File: config.mk
export PLATFORM = sky130hd
export DESIGN_NAME = lzfd_decoder
export DESIGN_NICKNAME = d
export VERILOG_FILES = /design/src/sv/lzfd_pkg.sv /design/src/sv/lzfd_decoder.sv
export SDC_FILE = /design/constraint.sdc
export NUM_CORES = 1
export LEC_CHECK = 0
export ABC_CLOCK_PERIOD_IN_PS = 16850
export BUFFER_PORTS_ARGS = -buffer_cell sky130_fd_sc_hd__buf_2
export CAP_MARGIN = 20
export CORE_UTILIZATION = 48
export CTS_CLUSTER_SIZE = 10
export DETAILED_ROUTE_END_ITERATION = 7
export PLACE_DENSITY = 0.65
export REMOVE_ABC_BUFFERS = 1
export SYNTH_ARGS = -nofsm -noshare
export SYNTH_HDL_FRONTEND = slang
export SYNTH_SLANG_ARGS = --single-unit
export TNS_END_PERCENT = 5
File: constraint.sdc
create_clock -name clk -period 16.85 [get_ports clk]
set_input_delay 3.37 -clock clk [delete_from_list [all_inputs] [get_ports clk]]
set_output_delay 3.37 -clock clk [all_outputs]
set_load 0.005 [all_outputs]
File: src/sv/lzfd_pkg.sv
package lzfd_pkg;

    typedef struct packed {
        logic       cmd;
        logic [7:0] in_byte;
    } in_item_t;

    typedef struct packed {
        logic [7:0] out_byte;
        logic [1:0] kind;
        logic       frame_end;
        logic       last;
    } out_item_t;

    localparam logic CMD_BYTE   = 1'b0;
    localparam logic CMD_FINISH = 1'b1;

    localparam logic [1:0] KIND_BYTE       = 2'd0;
    localparam logic [1:0] KIND_CORRUPT    = 2'd1;
    localparam logic [1:0] KIND_INCOMPLETE = 2'd2;
    localparam logic [1:0] KIND_DONE       = 2'd3;

    localparam logic [2:0]  HDR_BYTES   = 3'd4;
    localparam logic [15:0] MAX_PAYLOAD = 16'd4352;
    localparam logic [3:0]  MATCH_BIAS  = 4'd3;

endpackage

File: src/sv/lzfd_decoder.sv
module lzfd_decoder #(
    parameter int BLOCK_BYTES = 4096,
    parameter int AW          = 12,
    parameter int CW          = 13
) (
    input  logic              clk,
    input  logic              rst_n,
    input  logic              item_valid,
    output logic              item_stall,
    input  lzfd_pkg::in_item_t item,
    input  logic              room,
    output logic              emit,
    output lzfd_pkg::out_item_t emit_item,
    output logic              hist_we,
    output logic [AW-1:0]     hist_waddr,
    output logic [7:0]        hist_wdata,
    output logic              hist_re,
    output logic [AW-1:0]     hist_raddr,
    input  logic [7:0]        hist_rdata
);

    import lzfd_pkg::*;

    localparam logic [16:0] RAW_LIMIT = 17'(BLOCK_BYTES);

    typedef enum logic [2:0] {S_IDLE, S_EVAL, S_BYTE, S_MATCH, S_NOTE} state_t;
    typedef enum logic [1:0] {PH_TOKEN, PH_LITERAL, PH_OFFSET} phase_t;

    state_t          state_reg, state_next;
    phase_t          phase_reg, phase_next;
    in_item_t        item_reg, item_next;
    logic [2:0]      hdr_cnt_reg, hdr_cnt_next;
    logic [15:0]     raw_len_reg, raw_len_next;
    logic [15:0]     pay_len_reg, pay_len_next;
    logic [15:0]     pay_cnt_reg, pay_cnt_next;
    logic [CW-1:0]   out_cnt_reg, out_cnt_next;
    logic [7:0]      lit_left_reg, lit_left_next;
    logic [3:0]      match_len_reg, match_len_next;
    logic [3:0]      off_hi_reg, off_hi_next;
    logic            stored_reg, stored_next;
    logic            corrupt_reg, corrupt_next;
    logic            rd_pend_reg, rd_pend_next;
    logic [3:0]      copy_left_reg, copy_left_next;
    logic [11:0]     off_reg, off_next;
    logic [1:0]      note_kind_reg, note_kind_next;
    logic            frame_fin_reg, frame_fin_next;
    logic            bad_after_reg, bad_after_next;

    logic [16:0]     oc17;
    logic [16:0]     rd_addr17;

    assign item_stall = (state_reg != S_IDLE);
    assign oc17       = 17'(out_cnt_reg);
    // Source of the next copy byte: the write pointer less the offset, one further on once a read is in flight.
    assign rd_addr17  = oc17 + {16'd0, rd_pend_reg} - {5'd0, off_reg};

    always_comb
    begin
        logic [7:0]  b;
        logic [16:0] pc1;
        logic [16:0] pl17;
        logic [16:0] raw17;
        logic [7:0]  lit_n;
        logic [11:0] off12;
        logic [15:0] hdr_pl;
        logic [16:0] oc_after;
        logic        pay_end;
        logic        bad;
        logic        end_bad;
        logic        emit_one;
        logic        copy;
        logic        last1;

        b        = item_reg.in_byte;
        pc1      = {1'b0, pay_cnt_reg} + 17'd1;
        pl17     = {1'b0, pay_len_reg};
        raw17    = {1'b0, raw_len_reg};
        lit_n    = {1'b0, b[6:0]} + 8'd1;
        off12    = {off_hi_reg, b};
        hdr_pl   = {b, pay_len_reg[7:0]};
        pay_end  = (pc1 >= pl17);
        oc_after = oc17;
        bad      = 1'b0;
        end_bad  = 1'b0;
        emit_one = 1'b0;
        copy     = 1'b0;
        last1    = (copy_left_reg == 4'd1);

        state_next     = state_reg;
        phase_next     = phase_reg;
        item_next      = item_reg;
        hdr_cnt_next   = hdr_cnt_reg;
        raw_len_next   = raw_len_reg;
        pay_len_next   = pay_len_reg;
        pay_cnt_next   = pay_cnt_reg;
        out_cnt_next   = out_cnt_reg;
        lit_left_next  = lit_left_reg;
        match_len_next = match_len_reg;
        off_hi_next    = off_hi_reg;
        stored_next    = stored_reg;
        corrupt_next   = corrupt_reg;
        rd_pend_next   = rd_pend_reg;
        copy_left_next = copy_left_reg;
        off_next       = off_reg;
        note_kind_next = note_kind_reg;
        frame_fin_next = frame_fin_reg;
        bad_after_next = bad_after_reg;

        emit       = 1'b0;
        emit_item  = '0;
        hist_we    = 1'b0;
        hist_waddr = out_cnt_reg[AW-1:0];
        hist_wdata = item_reg.in_byte;
        hist_re    = 1'b0;
        hist_raddr = rd_addr17[AW-1:0];

        unique case (state_reg)
            S_IDLE:
            begin
                if (item_valid)
                begin
                    item_next  = item;
                    state_next = S_EVAL;
                end
            end

            S_EVAL:
            begin
                if (corrupt_reg)
                begin
                    note_kind_next = KIND_CORRUPT;
                    state_next     = S_NOTE;
                end
                else if (item_reg.cmd == CMD_FINISH)
                begin
                    note_kind_next = (hdr_cnt_reg == 3'd0) ? KIND_DONE : KIND_INCOMPLETE;
                    state_next     = S_NOTE;
                end
                else if (hdr_cnt_reg < HDR_BYTES)
                begin
                    hdr_cnt_next = hdr_cnt_reg + 3'd1;
                    state_next   = S_IDLE;
                    unique case (hdr_cnt_reg[1:0])
                        2'd0: raw_len_next = {8'd0, b};
                        2'd1: raw_len_next = {b, raw_len_reg[7:0]};
                        2'd2: pay_len_next = {8'd0, b};
                        2'd3:
                        begin
                            pay_len_next = hdr_pl;
                            pay_cnt_next = '0;
                            out_cnt_next = '0;
                            phase_next   = PH_TOKEN;
                            stored_next  = (hdr_pl == 16'd0);
                            if (raw17 > RAW_LIMIT || hdr_pl > MAX_PAYLOAD)
                            begin
                                corrupt_next   = 1'b1;
                                note_kind_next = KIND_CORRUPT;
                                state_next     = S_NOTE;
                            end
                            else if (hdr_pl == 16'd0)
                            begin
                                pay_len_next = raw_len_reg;
                                // Empty stored frame: close it right here.
                                if (raw_len_reg == 16'd0)
                                begin
                                    hdr_cnt_next = '0;
                                    raw_len_next = '0;
                                    pay_len_next = '0;
                                    stored_next  = 1'b0;
                                end
                            end
                        end
                    endcase
                end
                else
                begin
                    pay_cnt_next = pc1[15:0];
                    if (stored_reg)
                    begin
                        emit_one = 1'b1;
                        oc_after = oc17 + 17'd1;
                    end
                    else
                    begin
                        unique case (phase_reg)
                            PH_TOKEN:
                            begin
                                if (!b[7])
                                begin
                                    if ((pc1 + 17'(lit_n) > pl17) || (oc17 + 17'(lit_n) > raw17))
                                    begin
                                        bad = 1'b1;
                                    end
                                    else
                                    begin
                                        lit_left_next = lit_n;
                                        phase_next    = PH_LITERAL;
                                    end
                                end
                                else if (pay_end)
                                begin
                                    bad = 1'b1;
                                end
                                else
                                begin
                                    match_len_next = {1'b0, b[6:4]} + MATCH_BIAS;
                                    off_hi_next    = b[3:0];
                                    phase_next     = PH_OFFSET;
                                end
                            end
                            PH_LITERAL:
                            begin
                                emit_one      = 1'b1;
                                oc_after      = oc17 + 17'd1;
                                lit_left_next = lit_left_reg - 8'd1;
                                if (lit_left_reg == 8'd1)
                                begin
                                    phase_next = PH_TOKEN;
                                end
                            end
                            PH_OFFSET:
                            begin
                                if ((off12 == 12'd0) || ({5'd0, off12} > oc17) ||
                                    (oc17 + 17'(match_len_reg) > raw17))
                                begin
                                    bad = 1'b1;
                                end
                                else
                                begin
                                    copy       = 1'b1;
                                    oc_after   = oc17 + 17'(match_len_reg);
                                    phase_next = PH_TOKEN;
                                end
                            end
                            default:
                            begin
                                bad = 1'b1;
                            end
                        endcase
                    end

                    frame_fin_next = 1'b0;
                    if (!bad && pay_end)
                    begin
                        if ((oc_after != raw17) || (phase_next != PH_TOKEN))
                        begin
                            end_bad = 1'b1;
                        end
                        else
                        begin
                            frame_fin_next = 1'b1;
                            hdr_cnt_next   = '0;
                            raw_len_next   = '0;
                            pay_len_next   = '0;
                            pay_cnt_next   = '0;
                            phase_next     = PH_TOKEN;
                            stored_next    = 1'b0;
                        end
                    end

                    bad_after_next = end_bad;
                    if (bad || end_bad)
                    begin
                        corrupt_next   = 1'b1;
                        note_kind_next = KIND_CORRUPT;
                    end

                    copy_left_next = match_len_reg;
                    off_next       = off12;
                    rd_pend_next   = 1'b0;

                    if (emit_one)
                    begin
                        state_next = S_BYTE;
                    end
                    else if (copy)
                    begin
                        state_next = S_MATCH;
                    end
                    else if (bad || end_bad)
                    begin
                        state_next = S_NOTE;
                    end
                    else
                    begin
                        state_next = S_IDLE;
                    end
                end
            end

            S_BYTE:
            begin
                if (room)
                begin
                    emit         = 1'b1;
                    emit_item    = '{out_byte: item_reg.in_byte, kind: KIND_BYTE,
                                     frame_end: frame_fin_reg, last: !bad_after_reg};
                    hist_we      = 1'b1;
                    out_cnt_next = out_cnt_reg + CW'(1);
                    state_next   = bad_after_reg ? S_NOTE : S_IDLE;
                end
            end

            S_MATCH:
            begin
                if (!rd_pend_reg)
                begin
                    hist_re      = 1'b1;
                    rd_pend_next = 1'b1;
                end
                else if (room)
                begin
                    emit           = 1'b1;
                    emit_item      = '{out_byte: hist_rdata, kind: KIND_BYTE,
                                       frame_end: frame_fin_reg && last1,
                                       last: last1 && !bad_after_reg};
                    hist_we        = 1'b1;
                    hist_wdata     = hist_rdata;
                    out_cnt_next   = out_cnt_reg + CW'(1);
                    copy_left_next = copy_left_reg - 4'd1;
                    if (!last1)
                    begin
                        hist_re = 1'b1;
                    end
                    else
                    begin
                        rd_pend_next = 1'b0;
                        state_next   = bad_after_reg ? S_NOTE : S_IDLE;
                    end
                end
            end

            S_NOTE:
            begin
                if (room)
                begin
                    emit       = 1'b1;
                    emit_item  = '{out_byte: 8'd0, kind: note_kind_reg,
                                   frame_end: 1'b0, last: 1'b1};
                    state_next = S_IDLE;
                end
            end

            default:
            begin
                state_next = S_IDLE;
            end
        endcase
    end

    always_ff @(posedge clk or negedge rst_n)
    begin
        if (!rst_n)
        begin
            state_reg     <= S_IDLE;
            phase_reg     <= PH_TOKEN;
            hdr_cnt_reg   <= '0;
            raw_len_reg   <= '0;
            pay_len_reg   <= '0;
            pay_cnt_reg   <= '0;
            out_cnt_reg   <= '0;
            lit_left_reg  <= '0;
            match_len_reg <= '0;
            off_hi_reg    <= '0;
            stored_reg    <= 1'b0;
            corrupt_reg   <= 1'b0;
            rd_pend_reg   <= 1'b0;
            copy_left_reg <= '0;
        end
        else
        begin
            state_reg     <= state_next;
            phase_reg     <= phase_next;
            hdr_cnt_reg   <= hdr_cnt_next;
            raw_len_reg   <= raw_len_next;
            pay_len_reg   <= pay_len_next;
            pay_cnt_reg   <= pay_cnt_next;
            out_cnt_reg   <= out_cnt_next;
            lit_left_reg  <= lit_left_next;
            match_len_reg <= match_len_next;
            off_hi_reg    <= off_hi_next;
            stored_reg    <= stored_next;
            corrupt_reg   <= corrupt_next;
            rd_pend_reg   <= rd_pend_next;
            copy_left_reg <= copy_left_next;
        end
    end

    always_ff @(posedge clk)
    begin
        item_reg      <= item_next;
        off_reg       <= off_next;
        note_kind_reg <= note_kind_next;
        frame_fin_reg <= frame_fin_next;
        bad_after_reg <= bad_after_next;
    end

endmodule

After elaboration in Yosys (flattened, before gate mapping)
Index checks and enable logic that the tools add are counted.

cells by class
  add/sub/neg operators = 13
  order comparisons = 8
  equality and inequality tests = 35
  muxes and demuxes = 147
  bitwise operators = 5
  reduce and logical (&&, ||, !) cells = 42

operators with widths
  kind                                                                                number
  16-bit 2-to-1 mux                                                                   13
  13-bit 2-to-1 mux                                                                   6
  17-bit 2-to-1 mux                                                                   4
  3-bit 2-to-1 mux                                                                    22
  1-bit 2-to-1 mux                                                                    54
  16-bit one-hot mux with 3 select lines                                              1
  8-bit 2-to-1 mux                                                                    5
  13-bit one-hot mux with 3 select lines                                              1
  2-bit 2-to-1 mux                                                                    19
  12-bit 2-to-1 mux                                                                   3
  12-bit one-hot mux with 3 select lines                                              1
  17-bit by 16-bit greater-than comparator with 1-bit output                          2
  16-bit by 13-bit greater-than comparator with 1-bit output (second input constant)  2
  16-bit logical NOT                                                                  2
  16-bit one-hot mux with 2 select lines                                              1
  8-bit AND reduction                                                                 4
  6-bit AND reduction                                                                 5
  14-bit 2-to-1 mux                                                                   2
  2-bit != test (second input constant)                                               14
  14-bit one-hot mux with 2 select lines                                              1
  4-bit 2-to-1 mux                                                                    6
  16-bit by 1-bit adder with 17-bit output (second input constant)                    1
  17-bit by 8-bit adder with 17-bit output                                            1
  17-bit by 16-bit >= comparator with 1-bit output                                    1
  48 further kinds                                                                    79

word-level totals
  flip-flop bits (word level) = 117
  input bits = 21

Depth between registers and ports, before layout
  depth in word-level cells = 28
  gate-level depth with buffers = 28
  gate-level depth less buffers = 26

Worst setup path before layout
Ideal clock, no wire load.

  path type = in2out
  start = input port room
  end = output port hist_we
  arrival time = 4409 ps
  setup slack = 9071 ps
  stages on the path = 4
  buffers on the path = 0
  cells stage by stage = nand2_1 > nor3_1 > nor2_1 > clkinv_1

between the ends
  cells in the longest elaborated chain, start to end = 3

RTL lines
  element                                    line                                      RTL
  start: declaration                         lzfd_decoder.sv:11                        input logic room,
  1-bit 2-to-1 mux (*)                       lzfd_decoder.sv:293, lzfd_decoder.sv:311
  1-bit 2-to-1 mux                           lzfd_decoder.sv:306                       if (!rd_pend_reg)
  1-bit one-hot mux with 2 select lines (*)  lzfd_decoder.sv:117                       unique case (state_reg)
  end: declaration                           lzfd_decoder.sv:14                        output logic hist_we,

Mark *: on every way between the ends. The rest lies on a longest branch, timed or not.

Worst setup path in the final report
Same ends and word-level chain as after synthesis.

==> reports/metrics.yaml <==
outcome: "finished clean"
timing.critical_path.buf_inv: 5
detail_route.wl_per_cell_microns: 21.22
gp_congestion: 1.036
io_buffer_count: 68
synth_enable_flop_cells: 25
timing.critical_path.required_ps: 13480
reg2reg_depth: 26
critPathArrivalTime_ps: 4930
grt_first_pass_wirelength_microns: 61380
rows: 57
crit_chain: "buf_2 -> nand2_1 -> nor3_1 -> buf_2 -> nor2_1 -> buf_4 -> clkinv_1 -> buf_2"
min_from: "pay_cnt_reg[11]"
mappedNetlistArea_sq_um: 11960
timing.setup.tns_ps: 0
cts_post_setup_buffers_inserted: 0
dpl.cell_count: 1794
place.detailed.hpwl_microns: 28690
worst_tran_pin_value_ps: 1098
syn_inst: 1474
finish.cell_count_without_fillers: 1828
hold_viol_final: 0
fp.coreArea_sq_um: 24390
drtAntennaViolNets: 0
power-per-cell-area_nw_per_um2: 124.3
initial_cell_density_of_the_core_pct: 49.04
floorplan.die_area_sq_um: 25550
register_area_share_after_synthesis_pct: 25.53
worstReg2RegEnd: "pay_cnt_reg[0]"
grt_overflow_total: 0
postCtsHoldBufs: 0
cts_tree: "yes"
final_util_pct: 53.30
drt_pre_antenna_iters: 6
unrepaired_setup_endpoints_after_global_routing: "false"
dp_slack_ps: 8128
route.detailed.vias_per_inst: 6.242
dr_total_vias: 11410
final_nets: 1650
cpPeakStageDelay_ps: 320
cts_resized: 0
fin_worst_hold_slack_ps: 518.5
leakagePower_uw: 0.006014
boundaryPins: 69
post_synthesis_average_cell_area_sq_um: 8.114
finalSetupViolations: 0
yosys_reg_bits: 117
nFillCells: 2359
final_max_slew_viol_count: 0
crit_type: "in -> out"
cpLargestDelayFamily: "buffers and inverters"
die_y_microns: 159.9
timing.critical_path.slowest_stage_cell: "nor3_1"
first_global_vias: 10820
end_kind: "output pin"
critical_path_peak_fanout: 16
timing.hold.worst_path_depth: 2
max-vdd-ir-drop_uv: 59.29
timing.final.crit_period_ps: 8300
maxCapViolCount: 0
hold_end: "pay_cnt_reg[11]"
cts_sinks: 117
setup.reg_to_reg.worst_slack_ps: 9930
critical_path.reg2reg.startpoint: "item_reg[0]"
finalCritPeriodShare_pct: 49.26
areaGrowthSynthToFinish_pct: 8.694
share_of_flip_flops_with_an_asynchronous_set_or_reset_after_synthesis_pct: 78.63
yosysWarnings: 0
first_iter_violations: 988
clk_latency_ps: 420
synth_cell_type_count: 91
fmax_mhz: 120.5
clk_root_buffer_cell: "clkbuf_16"
cts.path.max_buffers: 2
htree_num_levels: 4
final.setup_skew_ps: 12.06
finalWorstSetupSlack_ps: 8550
global_route.usage.total_pct: 30.79
initial_antenna_violation_count: 0
layout_commonest_cell: "nand2_1"
path_common_cell: "buf_2"
final_layout_size_suffix_gt1_share_pct: 11.90
grt_start_max_net_pins: 67
cp-start-kind: "primary input"
cts_buffers: 17
min_path_type: "reg -> reg"
worst_setup_hold_path_clk_slew_ps: 60
die_w_microns: 159.9
mostFrequentLayoutCells: "151 x nand2_1, 134 x ha_1, 108 x inv_1"
num_antenna_cells: 0
synth_ff_type: "dfrtp_1"
detail_route.wirelength_microns: 38790
timing.max_slew.rel_slack_pct: 26.59
remaining_drc_errors: 0
==> synthesized netlist by cell type, types with 6 or more instances <==
cell type / instances / share of area (%)
a2111oi_0: 9 / 0.66
a211o_1: 7 / 0.51
a211oi_1: 13 / 0.82
a21o_1: 24 / 1.5
a21oi_1: 103 / 4.3
a22o_1: 16 / 1.2
a22oi_1: 14 / 0.88
a31oi_1: 13 / 0.68
and2_1: 7 / 0.37
and3_1: 19 / 0.99
and4_1: 7 / 0.51
buf_1: 6 / 0.19
buf_2: 20 / 0.84
buf_4: 14 / 0.88
clkbuf_1: 48 / 1.5
dfrtp_1: 92 / 19
edfxtp_1: 25 / 6.3
ha_1: 134 / 14
inv_1: 108 / 3.4
mux2_2: 6 / 0.56
mux2i_1: 15 / 1.3
nand2_1: 151 / 4.7
nand2b_1: 11 / 0.58
nand3_1: 57 / 2.4
nand4_1: 24 / 1.3
nor2_1: 93 / 2.9
nor2b_1: 17 / 0.89
nor3_1: 30 / 1.3
nor4_1: 15 / 0.78
o211ai_1: 7 / 0.44
o21ai_0: 102 / 4.3
o21ai_2: 14 / 1.0
o21bai_1: 13 / 0.82
o22ai_1: 17 / 0.89
o31ai_1: 21 / 1.3
o31ai_2: 6 / 0.63
or2_2: 6 / 0.31
or3_1: 7 / 0.37
xnor2_1: 59 / 4.3
xor2_1: 23 / 1.7
==> through the flow <==
| step | power [uW] | instance area [sq um] |
|---|---|---|
| after global routing | 1719 | 13000 |
| final | 1616 | 13000 |
| after CTS | 1602 | 12990 |
| after detailed placement | 1241 | 12420 |
| after global placement | 1229 | 12420 |
| after floorplan | 962.8 | 11510 |
==> worst register-to-register path, cell delays in order, from the launching register on <==
cell and delay, ps:
edfxtp_1 320, buf_4 230, inv_1 250, ha_1 580, ha_1 300, a21o_1 180, a21oi_1 210, o21bai_1 80
a21oi_1 230, o21bai_1 100, a21oi_1 220, nor2b_1 70, o21ai_0 370, nor2_1 120, xnor2_1 140, ha_1 320
nand4_1 150, or4_1 420, o211ai_1 160, o21ai_0 170, a21oi_1 390, o22ai_1 190, nor4_2 360, nand4_2 230
o21ai_4 590, nor2_2 150, mux2_2 290
==> per-layer routing <==
metal / track usage (%) / wire, microns
met2: 49.92 / 17830
met5: 0 / 0
met1: 41.40 / 16740
met4: 11.90 / 1359
met3: 4.494 / 2869
==> worst max path at each step <==
stage / startpoint / end / slack (ps) / depth (start not counted)
3_3_place_gp: room / hist_we / 8180 / 7
4_1_cts: room / hist_we / 8140 / 7
3_5_place_dp: room / hist_we / 8130 / 7
5_1_grt: room / hist_we / 8460 / 8
6_report: room / hist_we / 8550 / 8
2_1_floorplan: room / hist_we / 8860 / 3
==> cell type report <==
cell class	count	area (sq um)	area share [%]
multi-input combinational	1153	8045	61.89
inverter	111	416.7	3.205
clock inverter	13	123.9	0.9528
timing repair buffer	91	513.0	3.946
tap	324	405.4	3.118
sequential	117	3053	23.48
clock buffer	19	442.9	3.407
==> cells by family (layout without fill, tap and decap cells) <==
group	after synthesis	after routing	share of synthesized area [%]
AO/OA/AOI/OAI	431	431	23.91
buffers and inverters	204	234	7.208
multiplexers	21	21	1.820
XOR/XNOR	86	86	6.653
flip-flops	117	117	25.53
AND/OR/NAND/NOR	476	476	20.11
adder cells (fa/ha/maj)	139	139	14.77
==> report_power, final <==
group	leakage, uW	switching (uW)	internal [uW]
Clock	0.000264	149	209
Combinational	0.00438	505	302
Sequential	0.00137	108	345
Total	0.00601	761	855
No activity file was read; power rests on OpenSTA's default activity.
